==> config.mk <==
export PLATFORM = sky130hd
export DESIGN_NAME = cd_audio_volume_fader
export DESIGN_NICKNAME = d
export VERILOG_FILES = /design/src/sv/cdavf_pkg.sv /design/src/sv/cd_audio_volume_fader.sv
export SDC_FILE = /design/constraint.sdc
export NUM_CORES = 1
export LEC_CHECK = 0
export ABC_AREA = 1
export BUFFER_PORTS_ARGS = -buffer_cell sky130_fd_sc_hd__buf_2
export CAP_MARGIN = 20
export CORE_ASPECT_RATIO = 0.6
export CORE_MARGIN = 2
export CORE_UTILIZATION = 52
export CTS_BUF_LIST = sky130_fd_sc_hd__clkbuf_4 sky130_fd_sc_hd__clkbuf_8
export DETAILED_ROUTE_END_ITERATION = 6
export HOLD_SLACK_MARGIN = 0.03
export PLACE_DENSITY = 0.73
export SYNTH_ARGS = -nofsm -noshare
export SYNTH_HDL_FRONTEND = slang
export SYNTH_SLANG_ARGS = --single-unit
export TNS_END_PERCENT = 10
==> constraint.sdc <==
create_clock -name clock -period 4.8 [get_ports clock]
set_input_delay 0.24 -clock clock [delete_from_list [all_inputs] [get_ports clock]]
set_output_delay 0.24 -clock clock [all_outputs]
set_load 0.02 [all_outputs]
==> src/sv/cdavf_pkg.sv <==
`timescale 1ns / 1ps
// ============================================================================
// cdavf_pkg
// Shared widths, constants and helpers for the CD audio volume fader.
// ============================================================================
package cdavf_pkg;

   localparam int SAMPLE_W = 16;
   localparam int VOL_W    = 12;
   localparam int MUL_W    = 11;
   localparam int PROD_W   = SAMPLE_W + MUL_W + 1;
   localparam int DIV_SH   = 10;
   localparam int ADDR_W   = 3;

   // Full volume, also the reset value of both volumes.
   localparam logic [VOL_W-1:0] VOL_FULL   = 12'h400;
   localparam logic [VOL_W-1:0] MUL_COARSE = 12'h7FC;
   localparam logic [VOL_W-1:0] MUL_FINE   = 12'h003;

   // Register word index (byte address divided by four).
   localparam logic REG_TARGET_VOLUME = 1'b0;

   // Truncating divide bias for negative products.
   localparam logic [PROD_W-1:0] DIV_BIAS = PROD_W'((1 << DIV_SH) - 1);

   // Multiplier taken from the current volume: coarse steps, or the fine
   // steps when the coarse bits are all zero. Bit 11 never takes part.
   function automatic logic [MUL_W-1:0] mul_from_volume(input logic [VOL_W-1:0] vol);
      logic [VOL_W-1:0] coarse;
      coarse = vol & MUL_COARSE;
      if (coarse == '0) begin
         mul_from_volume = MUL_W'(vol & MUL_FINE);
      end else begin
         mul_from_volume = coarse[MUL_W-1:0];
      end
   endfunction

   // One channel: sample times multiplier over 1024, truncated toward zero,
   // wrapped to the sample width.
   function automatic logic [SAMPLE_W-1:0] scale_sample(input logic signed [SAMPLE_W-1:0] s,
                                                        input logic [MUL_W-1:0] mul);
      logic signed [PROD_W-1:0] prod;
      logic signed [PROD_W-1:0] biased;
      prod   = PROD_W'(s) * $signed({1'b0, mul});
      biased = prod[PROD_W-1] ? (prod + $signed(DIV_BIAS)) : prod;
      scale_sample = biased[DIV_SH +: SAMPLE_W];
   endfunction

endpackage

==> src/sv/cd_audio_volume_fader.sv <==
`timescale 1ns / 1ps
// ============================================================================
// cd_audio_volume_fader
// Stereo CD audio attenuator whose volume ramps one step per played request.
// ============================================================================
// Requests pass the multiplier stage, then the output register (rsp_tvalid).
// Throughput: one request per cycle while rsp_tready is high; the multiplier
// stage and the output register each hold one request and advance together.
// Reset (synchronous, active high) empties both stages and sets the current
// and target volume to full volume (0x400).
module cd_audio_volume_fader (
   input  logic        clock,
   input  logic        reset,
   // Request channel
   input  logic        req_tvalid,
   output logic        req_tready,
   input  logic [31:0] req_tdata,   // [15:0] left_in, [31:16] right_in
   input  logic        req_tuser,   // [0] audio_playing
   // Result channel
   output logic        rsp_tvalid,
   input  logic        rsp_tready,
   output logic [31:0] rsp_tdata,   // [15:0] left_out, [31:16] right_out
   // Configuration port
   input  logic        csr_psel,
   input  logic        csr_penable,
   input  logic        csr_pwrite,
   input  logic [2:0]  csr_paddr,
   input  logic [31:0] csr_pwdata,
   output logic [31:0] csr_prdata,
   output logic        csr_pready
);

   localparam int SW = cdavf_pkg::SAMPLE_W;
   localparam int VW = cdavf_pkg::VOL_W;
   localparam int MW = cdavf_pkg::MUL_W;

   logic [VW-1:0] target_ff, target_in;
   logic [VW-1:0] volume_ff, volume_in;

   logic          s1_valid_ff, s1_valid_in;
   logic [SW-1:0] s1_left_ff, s1_right_ff;
   logic [MW-1:0] s1_mul_ff, s1_mul_in;

   logic          out_valid_ff, out_valid_in;
   logic [SW-1:0] out_left_ff, out_right_ff;

   logic req_acc, s1_move, out_free, csr_wr;

   // Handshake: each stage moves when the one after it has room.
   assign out_free   = !out_valid_ff || rsp_tready;
   assign s1_move    = s1_valid_ff && out_free;
   assign req_tready = !s1_valid_ff || out_free;
   assign req_acc    = req_tvalid && req_tready;

   // Configuration register write and read.
   assign csr_pready = 1'b1;
   assign csr_wr     = csr_psel && csr_penable && csr_pwrite && csr_pready;
   assign csr_prdata = (csr_paddr[2] == cdavf_pkg::REG_TARGET_VOLUME) ?
                       {{(32-VW){1'b0}}, target_ff} : 32'd0;

   always_comb begin
      target_in = target_ff;
      if (csr_wr && (csr_paddr[2] == cdavf_pkg::REG_TARGET_VOLUME)) begin
         target_in = csr_pwdata[VW-1:0];
      end
   end

   // Multiplier choice and volume step for the request being accepted.
   always_comb begin
      volume_in = volume_ff;
      s1_mul_in = '0;
      if (req_acc && req_tuser) begin
         s1_mul_in = cdavf_pkg::mul_from_volume(volume_ff);
         if (volume_ff < target_ff) begin
            volume_in = volume_ff + VW'(1);
         end else if (volume_ff > target_ff) begin
            volume_in = volume_ff - VW'(1);
         end
      end
   end

   always_comb begin
      s1_valid_in = s1_valid_ff;
      if (req_acc) begin
         s1_valid_in = 1'b1;
      end else if (s1_move) begin
         s1_valid_in = 1'b0;
      end
      out_valid_in = out_valid_ff;
      if (s1_move) begin
         out_valid_in = 1'b1;
      end else if (rsp_tready) begin
         out_valid_in = 1'b0;
      end
   end

   // Control state.
   always_ff @(posedge clock) begin
      if (reset) begin
         target_ff    <= cdavf_pkg::VOL_FULL;
         volume_ff    <= cdavf_pkg::VOL_FULL;
         s1_valid_ff  <= 1'b0;
         out_valid_ff <= 1'b0;
      end else begin
         target_ff    <= target_in;
         volume_ff    <= volume_in;
         s1_valid_ff  <= s1_valid_in;
         out_valid_ff <= out_valid_in;
      end
   end

   // Payload: input register, then the scaled samples into the result register.
   always_ff @(posedge clock) begin
      if (req_acc) begin
         s1_left_ff  <= req_tdata[SW-1:0];
         s1_right_ff <= req_tdata[2*SW-1:SW];
         s1_mul_ff   <= s1_mul_in;
      end
      if (s1_move) begin
         out_left_ff  <= cdavf_pkg::scale_sample($signed(s1_left_ff), s1_mul_ff);
         out_right_ff <= cdavf_pkg::scale_sample($signed(s1_right_ff), s1_mul_ff);
      end
   end

   assign rsp_tvalid = out_valid_ff;
   assign rsp_tdata  = {out_right_ff, out_left_ff};

`ifndef NO_ASSERTIONS
   // The current volume moves by at most one step per cycle.
   a_volume_step: assert property (@(posedge clock) disable iff (reset)
      s1_valid_ff |=> (volume_ff == $past(volume_ff)) ||
                      (volume_ff == $past(volume_ff) + VW'(1)) ||
                      (volume_ff == $past(volume_ff) - VW'(1)))
      else $error("current volume jumped by more than one step");

   // The volume holds unless a playing request is accepted.
   a_volume_hold: assert property (@(posedge clock) disable iff (reset)
      !(req_acc && req_tuser) |=> $stable(volume_ff))
      else $error("current volume changed without a playing request");

   // A request that is not playing carries a zero multiplier.
   a_silent_mul: assert property (@(posedge clock) disable iff (reset)
      (req_acc && !req_tuser) |=> (s1_mul_ff == '0))
      else $error("silent request carries a nonzero multiplier");

   // A stalled result is not overwritten by the multiplier stage.
   a_no_overwrite: assert property (@(posedge clock) disable iff (reset)
      (out_valid_ff && !rsp_tready) |-> !s1_move)
      else $error("stage moved into a stalled result register");
`endif

endmodule

Word-level counts from Yosys, hierarchy flattened. Cells that the tools add are included.

Bits in registers: 101. Input port bits: 75. Output and inout port bits: 67. Logic and storage cells: 46.

$add $sub $neg: 4. Multipliers: 2. Order comparisons: 2. Multiplexer cells: 9. Bitwise gates (word level): 2. Reductions and logical operators: 17.

Operator list (number): $mul A16 B12 Y28 (2); $add A26 B11 Y26 const B (2); $mux W26 (2); $mux W12 (3); $add A12 B1 Y12 const B (1); $gt A12 B12 Y1 (1); $logic_not A12 Y1 (1); $lt A12 B12 Y1 (1); $sub A12 B1 Y12 const B (1); $logic_and A1 B1 Y1 (6); $reduce_bool A2 Y1 (3); $mux W1 (4); $reduce_and A2 Y1 (2); $logic_not A1 Y1 (2); $logic_or A1 B1 Y1 (2); $not A1 Y1 (2); $reduce_or A2 Y1 (1).

Depth between registers and ports, before layout. Gate-level depths: netlist of the first run.

Depth after elaboration: 7. Depth in mapped cells: 30. Gate-level depth less buffers: 29.

Worst setup path before layout of the first run. OpenSTA, ideal clock, no wires.

Path kind: flip-flop to flip-flop. From: register s1_left_ff[15]. To: register out_left_ff[4], data pin. Setup time: 258 ps. Arrival time: 4950 ps. Required time: 4542 ps. Path slack: -409 ps. Stages on the path, launching flop included: 24. Path buffers: 2. Clock period less this slack: 5209 ps. Cell sequence: edfxtp_1 -> clkbuf_1 -> nand2_1 -> fa_1 -> inv_1 -> fa_1 -> inv_1 -> fa_1 -> inv_1 -> fa_1 -> inv_1 -> fa_1 -> inv_1 -> ha_1 -> nand2_1 -> nor2_1 -> nand2_1 -> or2_1 -> nand3_1 -> nand2_1 -> nand2_4 -> buf_4 -> nand2_1 -> xor2_1.

Longest elaborated chain between the ends: 2.

RTL lines: start, declared (line cd_audio_volume_fader.sv:41) `logic [SW-1:0] s1_left_ff, s1_right_ff;`; start signal, assigned (line cd_audio_volume_fader.sv:115) `s1_left_ff <= req_tdata[SW-1:0];`; $mul A16 B12 Y28 (line cdavf_pkg.sv:44) `prod = PROD_W'(s) * $signed({1'b0, mul});`; $mux W26 (line cdavf_pkg.sv:45) `biased = prod[PROD_W-1] ? (prod + $signed(DIV_BIAS)) : prod;`; end signal, assigned (line cd_audio_volume_fader.sv:120) `out_left_ff <= cdavf_pkg::scale_sample($signed(s1_left_ff), s1_mul_ff);`; end, declared (line cd_audio_volume_fader.sv:45) `logic [SW-1:0] out_left_ff, out_right_ff;`.

No other way between the ends. A chain may end at the register's enable or synchronous reset.

Final worst setup path of the first run.
From: register s1_mul_ff[7]. To: register out_right_ff[12], data pin.

Longest elaborated chain between the ends: 3.

RTL lines: start, declared (line cd_audio_volume_fader.sv:42) `logic [MW-1:0] s1_mul_ff, s1_mul_in;`; start signal, assigned (line cd_audio_volume_fader.sv:117) `s1_mul_ff <= s1_mul_in;`; $mul A16 B12 Y28 * (line cdavf_pkg.sv:44); $add A26 B11 Y26 (line cdavf_pkg.sv:45); $mux W26 * (line cdavf_pkg.sv:45); end signal, assigned (line cd_audio_volume_fader.sv:121) `out_right_ff <= cdavf_pkg::scale_sample($signed(s1_right_ff), s1_mul_ff);`; end, declared (line cd_audio_volume_fader.sv:45).

Mark *: on every way between the ends. The rest lies on a longest branch, timed or not.

==> results of run 1 <==
## per-stage QoR
step	setup WS, ns	cell area [sq um]
after floorplan	-0.1858	20090
after global placement	-0.7016	22930
after detailed placement	-0.7543	22930
after CTS	-0.6398	23950
after global routing	-0.9271	24790
final	-0.7399	24790
## logic make-up after synthesis
family	count (synthesis)
other	2
DFF	101
and+or+nand+nor	992
xor gates and xnor gates	38
AOI/OAI and AO/OA	131
buffers and inverters	840
adders and majority gates	469
## routing by layer
layer / up-vias / routed length (um) / GRT usage [%]
met5: - / 13 / 0
met4: 2 / 793 / 5.291
met3: 56 / 4883 / 5.486
met2: 623 / 22930 / 40.52
met1: 8410 / 23490 / 40.80
li1: 8247 / - / -
## synthesized netlist by cell type (11+ instances only)
| master | instances | area, sq um |
|---|---|---|
| nand3b_1 | 14 | 105.1 |
| nor2_2 | 12 | 75.07 |
| fa_1 | 323 | 6466 |
| edfxtp_1 | 75 | 2252 |
| inv_2 | 11 | 41.29 |
| dfxtp_1 | 26 | 520.5 |
| nand2_2 | 22 | 137.6 |
| nand3_1 | 73 | 365.4 |
| clkbuf_1 | 70 | 262.8 |
| ha_1 | 146 | 1827 |
| nand4_1 | 34 | 212.7 |
| inv_1 | 734 | 2755 |
| a21oi_1 | 77 | 385.4 |
| xnor2_1 | 13 | 113.9 |
| xor2_1 | 25 | 219.0 |
| o21ai_0 | 39 | 195.2 |
| buf_4 | 23 | 172.7 |
| nand2_1 | 690 | 2590 |
| nor2_1 | 110 | 412.9 |
## registers in the layout, indices dropped and copies added, names as in the netlist
signal / flops
s1_right_ff: 16
out_left_ff: 16
s1_left_ff: 16
s1_valid_ff: 1
rsp_tvalid: 1
volume_ff: 12
s1_mul_ff: 11
target_ff: 12
out_right_ff: 16
## timing repair
action | 4_1_cts | 5_1_grt
setup endpoints to repair | 32 | 32
cloned | 0 | 3
setup buffers | 16 | 25
hold buffers | 34 | 0
hold endpoints to repair | 35 | 0
resized for setup | 83 | 146
pin swaps | 27 | 70
## worst reg2reg max path: cells and delay by family (launching register included)
family                     cells  cell delay (ns)
buffers and inverters         10             0.95
adders and majority gates      6             2.71
and+or+nand+nor               12             1.33
DFF                            1             0.45
## worst max-delay path by stage
stage | from | end | slack [ns] | cells after the start
2_1_floorplan | s1_right_ff[15]$_DFFE_PP_ | out_right_ff[5]$_DFFE_PP_ | -0.19 | 22
3_3_place_gp | s1_right_ff[5]$_DFFE_PP_ | out_right_ff[12]$_DFFE_PP_ | -0.70 | 24
3_5_place_dp | s1_mul_ff[6]$_SDFFCE_PP0P_ | out_right_ff[12]$_DFFE_PP_ | -0.75 | 28
4_1_cts | s1_mul_ff[4]$_SDFFCE_PP0P_ | out_right_ff[15]$_DFFE_PP_ | -0.64 | 29
5_1_grt | s1_right_ff[15]$_DFFE_PP_ | out_right_ff[14]$_DFFE_PP_ | -0.93 | 28
6_report | s1_mul_ff[7]$_SDFFCE_PP0P_ | out_right_ff[12]$_DFFE_PP_ | -0.74 | 28
## layout make-up
cell class | count | area, sq um
Clock buffer | 9 | 123.9
Tap cell | 513 | 641.9
Multi-Input combinational cell | 1651 | 14780
Sequential cell | 101 | 2773
Clock inverter | 7 | 65.06
Fill cell | 2979 | 12650
Timing Repair Buffer | 465 | 3603
Inverter | 746 | 2803
==> impl_results.md, run 1 <==
* Crit end category: flip-flop
* Root buffer cell: clkbuf_8
* Register area share after synthesis at roughly 14%
* Residual DRC count at 0
* GRT Total Usage at 27.06%
* GR Overflow Total at 0
* Worst Skew at ~0.031 ns
* Slew @ Worst Pin at 0.6504 ns
* Max Cap Viol at 0
* Synth Area in Simple Gates at a little over a fifth
* Clock transition at the registers of the reported paths at 0.13 ns
* Drt first pass iters at 7
* Worst path max stage delay at roughly 0.52 ns
* Fin crit share at 115.4%
* Core area at roughly 37000 sq um
* I/O Pins at between 100 and 150
* Initial Utilization at between 50% and 60%
* Vias per inst at slightly below 5
* Worst hold start: csr_pwdata[7]
* Fin cells at between 3000 and 4000
* Critical Path Source Type: flip-flop
* Number of synthesized flops with an enable pin at between 70 and 80
* Crit Path Category: flip-flop to flip-flop
* Final Hold Viols at 0
* Synthesis-to-layout area growth at 26.54%
* Setup TNS at -20.09 ns
* Tmin final at around 5.5 ns
* Cells after Synth at around 2600
* Final Max Tran Viols at 0
* HP Class: input pin to flip-flop
* Vias in the first global route at around 17000
* CP bufs+invs at 10
* Netlist Area Pre-Place at between 15000 and 20000 sq um
* Critical R2R Capture: out_right_ff[12]$_DFFE_PP_
* Post-synthesis mux area share at 0%
* CTS tree: built
* Clk_lat worst skew at between 0.4 and 0.5 ns
* FF-to-FF setup slack at -0.74 ns
* RSZ-0062 raised after global routing: true
* Post-layout util at approximately 66%
* Max FO, Critical Path at 11
* Failing checks: negative setup slack
* Die ar. at 39290 sq um
* Compound-Gate Fraction of Synth Area at 3.551%
* Cell repeated most along the worst path: inv_1
* Critical Path RT at between 5 and 6 ns
* Fmax at ~180 MHz
* Initial antenna violation count at 1
* Post-DP HPWL at 41600 um
* ANT nets after route at 0
* Maximum level of the CTS H-tree at 3
* Run status: complete, but fails checks
* Most frequent cells in the layout: inv_1 (713), nand2_1 (627), buf_4 (306)
* Slew headroom at approximately 57%
* Pin count of the biggest net entering global routing at 44
* First-pass GRT wire length at 84800 um
* Worst hold path depth at 3
* Arr. time, crit path at just under 6 ns
* Slowest-stage cell, CP: fa_1
* Final wirelength at between 50000 and 60000 um
* Port-buffer cells at slightly below 100
* Largest family of logic cells by synthesized area: adder cells
* Post-synth ARST share at 0%
* Clock sink count at a little over 100
* Post-Synth Adder-Cell Area at a little over two fifths
* Chip width at ~250 um
* Placed cells at between 3000 and 4000
* Antenna cells at 0
* TritonCTS Buffers at 9
* Xor/xnor cell area share of the yosys netlist at 1.699%
* WL per Instance at roughly 15 um
* Crit path max-delay family: adder cells
* RR Startpoint: s1_mul_ff[7]$_SDFFCE_PP0P_
* Clock buffer depth at 2
* Syn_area_per_cell at ~7.6 sq um
* Row Count at between 50 and 60
* #FFs+latches synth at 101
* Setup WS post-layout at -0.7399 ns
* Final Net Count at between 3000 and 4000
* DR iter-0 viols at 1435
* Setup violators final at 32
* Top FF cell, synth: edfxtp_1
* Most common cell after layout, fill and taps aside: inv_1
* Hold slack at roughly 0.083 ns
* Fraction of layout cells with a size suffix above 1 at between 20% and 30%
* Placer Congestion at ~0.92
* Distinct cell type count of the synthesized netlist at 42
* Worst r2r path cells at 28
* Synth warn at 0
* Die Span Y at 154.3 um
* Vias post-DR at between 15000 and 20000
* Hold EP: target_ff[7]$_SDFFE_PP0P_
Power of run 1 is not shown: default switching activity piles up to over one toggle a cycle in this logic, so the estimate is an artifact.
==> inputs of run 2 (changes only) <==
--- a/config.mk
+++ b/config.mk
@@ -8,7 +8,6 @@
 export ABC_AREA = 1
 export BUFFER_PORTS_ARGS = -buffer_cell sky130_fd_sc_hd__buf_2
 export CAP_MARGIN = 20
-export CORE_ASPECT_RATIO = 0.6
 export CORE_MARGIN = 2
 export CORE_UTILIZATION = 52
 export CTS_BUF_LIST = sky130_fd_sc_hd__clkbuf_4 sky130_fd_sc_hd__clkbuf_8
==> run 2 against run 1 <==
Against the previous run: the run still ends with negative setup slack left; critical path type unchanged; count of clock-buffer cells in the layout stayed put; register-to-register slack improved by 0.13 ns; critical path depth down 4; final area is 2.9% lower.
==> impl_results.md, run 2 (synthesized netlist as in run 1, its figures left out) <==
* Run status: complete, but fails checks
* Failing checks: negative setup slack
* Final Hold Viols at 0 (unchanged)
* ANT nets after route at 0 (unchanged)
* Clock buffer depth at 2 (unchanged)
* RR Startpoint: s1_mul_ff[4]$_SDFFCE_PP0P_
* Chip width at 198.1 um (-22%)
* Drt first pass iters at 5 (-2)
* Synthesis-to-layout area growth at 22.90%
* TritonCTS Buffers at 9 (unchanged)
* Residual DRC count at 0 (unchanged)
* First-pass GRT wire length at 81450 um (-3.9%)
* Fin crit share at 112.7% (-2.8 points)
* Clk_lat worst skew at 0.47 ns (+0.02 ns)
* Max Cap Viol at 0 (unchanged)
* Max FO, Critical Path at 13 (+2)
* Worst Skew at 0.02800 ns (-0.003281 ns)
* Root buffer cell: clkbuf_8
* Final Net Count at 3495 (-0.65%)
* Worst hold start: csr_pwdata[5]
* Most frequent cells in the layout: inv_1 (722), nand2_1 (654), fa_1 (316)
* Fmax at 184.9 MHz (+2.4%)
* Placer Congestion at 0.9318 (+1.3%)
* Most common cell after layout, fill and taps aside: inv_1
* Crit Path Category: flip-flop to flip-flop
* HP Class: input pin to flip-flop
* I/O Pins at 142 (unchanged)
* RSZ-0062 raised after global routing: true
* Vias in the first global route at 17370 (-0.53%)
* GR Overflow Total at 0 (unchanged)
* Critical Path Source Type: flip-flop
* Critical path startpoint: s1_mul_ff[4]$_SDFFCE_PP0P_
* Initial antenna violation count at 0 (-1)
* Die ar. at 39240 sq um (-0.13%)
* Slew headroom at 57.42% (+0.83 points)
* Maximum level of the CTS H-tree at 3 (unchanged)
* Slew @ Worst Pin at 0.6367 ns (-0.01363 ns)
* Arr. time, crit path at 5.65 ns (-0.23 ns)
* Final Max Tran Viols at 0 (unchanged)
* DR iter-0 viols at 968 (-33%)
* Antenna cells at 0 (unchanged)
* Clock sink count at 101 (unchanged)
* CTS tree: built
* Tmin final at 5.408 ns (-0.1321 ns)
* Clock transition at the registers of the reported paths at 0.14 ns (about the same)
* Pin count of the biggest net entering global routing at 44 (unchanged)
* Vias post-DR at 16720 (-3.6%)
* Setup TNS at -16.62 ns (+3.476 ns)
* Vias per inst at 4.822 (-2.9%)
* Fraction of layout cells with a size suffix above 1 at 21.08% (-3.2 points)
* Critical Path RT at 5.04 ns (-0.10 ns)
* Setup WS post-layout at -0.6078 ns (+0.1321 ns)
* Setup violators final at 32 (unchanged)
* Row Count at 71 (+29%)
* Post-DP HPWL at 39540 um (-5.0%)
* Core area at 37400 sq um (about the same)
* Die Span Y at 198.1 um (+28%)
* GRT Total Usage at 26.07% (-0.99 points)
* WL per Instance at 13.71 um (-8.1%)
* Final wirelength at 47550 um (-8.7%)
* Crit end category: flip-flop
* Initial Utilization at 52.38% (about the same)
* Port-buffer cells at 98 (unchanged)
-- run 2: cell type report --
| cell class | count | area, sq um |
|---|---|---|
| inverters | 746 | 2805 |
| flip-flops and latches | 101 | 2773 |
| well taps | 511 | 639.4 |
| clock inverters | 7 | 91.34 |
| repair buffers | 440 | 3294 |
| multi-input cells | 1653 | 14350 |
| clock buffers | 9 | 123.9 |
| fillers | 3173 | 13320 |
-- run 2: final timing paths --
kind / endpoint / slack (ns) / cells past startpoint
min reg2reg: target_ff[5]$_SDFFE_PP0P_ / 0.50 / 2
min: target_ff[5]$_SDFFE_PP0P_ / 0.05 / 3
max reg2reg: out_left_ff[15]$_DFFE_PP_ / -0.61 / 24
max: out_left_ff[15]$_DFFE_PP_ / -0.61 / 24
-- run 2: timing repair --
item,4_1_cts,5_1_grt
endpoints found under the setup margin,32,32
gates cloned,2,0
hold buffers,34,0
pin swaps,17,12
buffers inserted,24,7
resized for setup,54,54
endpoints found under the hold margin,35,0
-- run 2: per-layer routing --
layer  track usage [%]  vias to the layer above  part of all wire (%)  routed length, um
li1                  -                     8191                     -                  -
met5                 0                        -                     0                  0
met2             44.51                      465                    49              23090
met4             6.934                        0                   2.1                998
met1             34.46                     7986                    43              20630
met3             4.343                       76                   5.9               2824
-- run 2: critical path, cell delays in order, from the launching register on --
cell	delay, ns
edfxtp_1	0.44
buf_12	0.17
buf_12	0.14
nand2_1	0.08
fa_1	0.45
fa_1	0.50
inv_1	0.06
fa_1	0.52
fa_1	0.51
inv_1	0.05
fa_1	0.48
inv_1	0.06
ha_4	0.29
nand2_2	0.07
nor2_2	0.17
and2_1	0.14
nand2_1	0.08
nand3b_1	0.09
nand2_1	0.16
nor2_2	0.20
nand2_1	0.10
nor2_4	0.14
nand3_1	0.11
nand2_1	0.09
nand2_1	0.05
-- run 2: stage by stage --
step	setup slack [ns]	util (%)	hold WS [ns]	area (sq um)	cells
after floorplan	-0.1858	-	0.3091	20090	2592
after global placement	-0.6302	61.03	0.4161	22820	3383
after detailed placement	-0.7498	61.03	0.4181	22820	3383
after CTS	-0.6280	63.60	0.03208	23790	3459
after global routing	-0.9282	64.37	0.03919	24080	3467
final	-0.6078	64.37	0.05439	24080	3467
Power of run 2 is left out for the same reason.
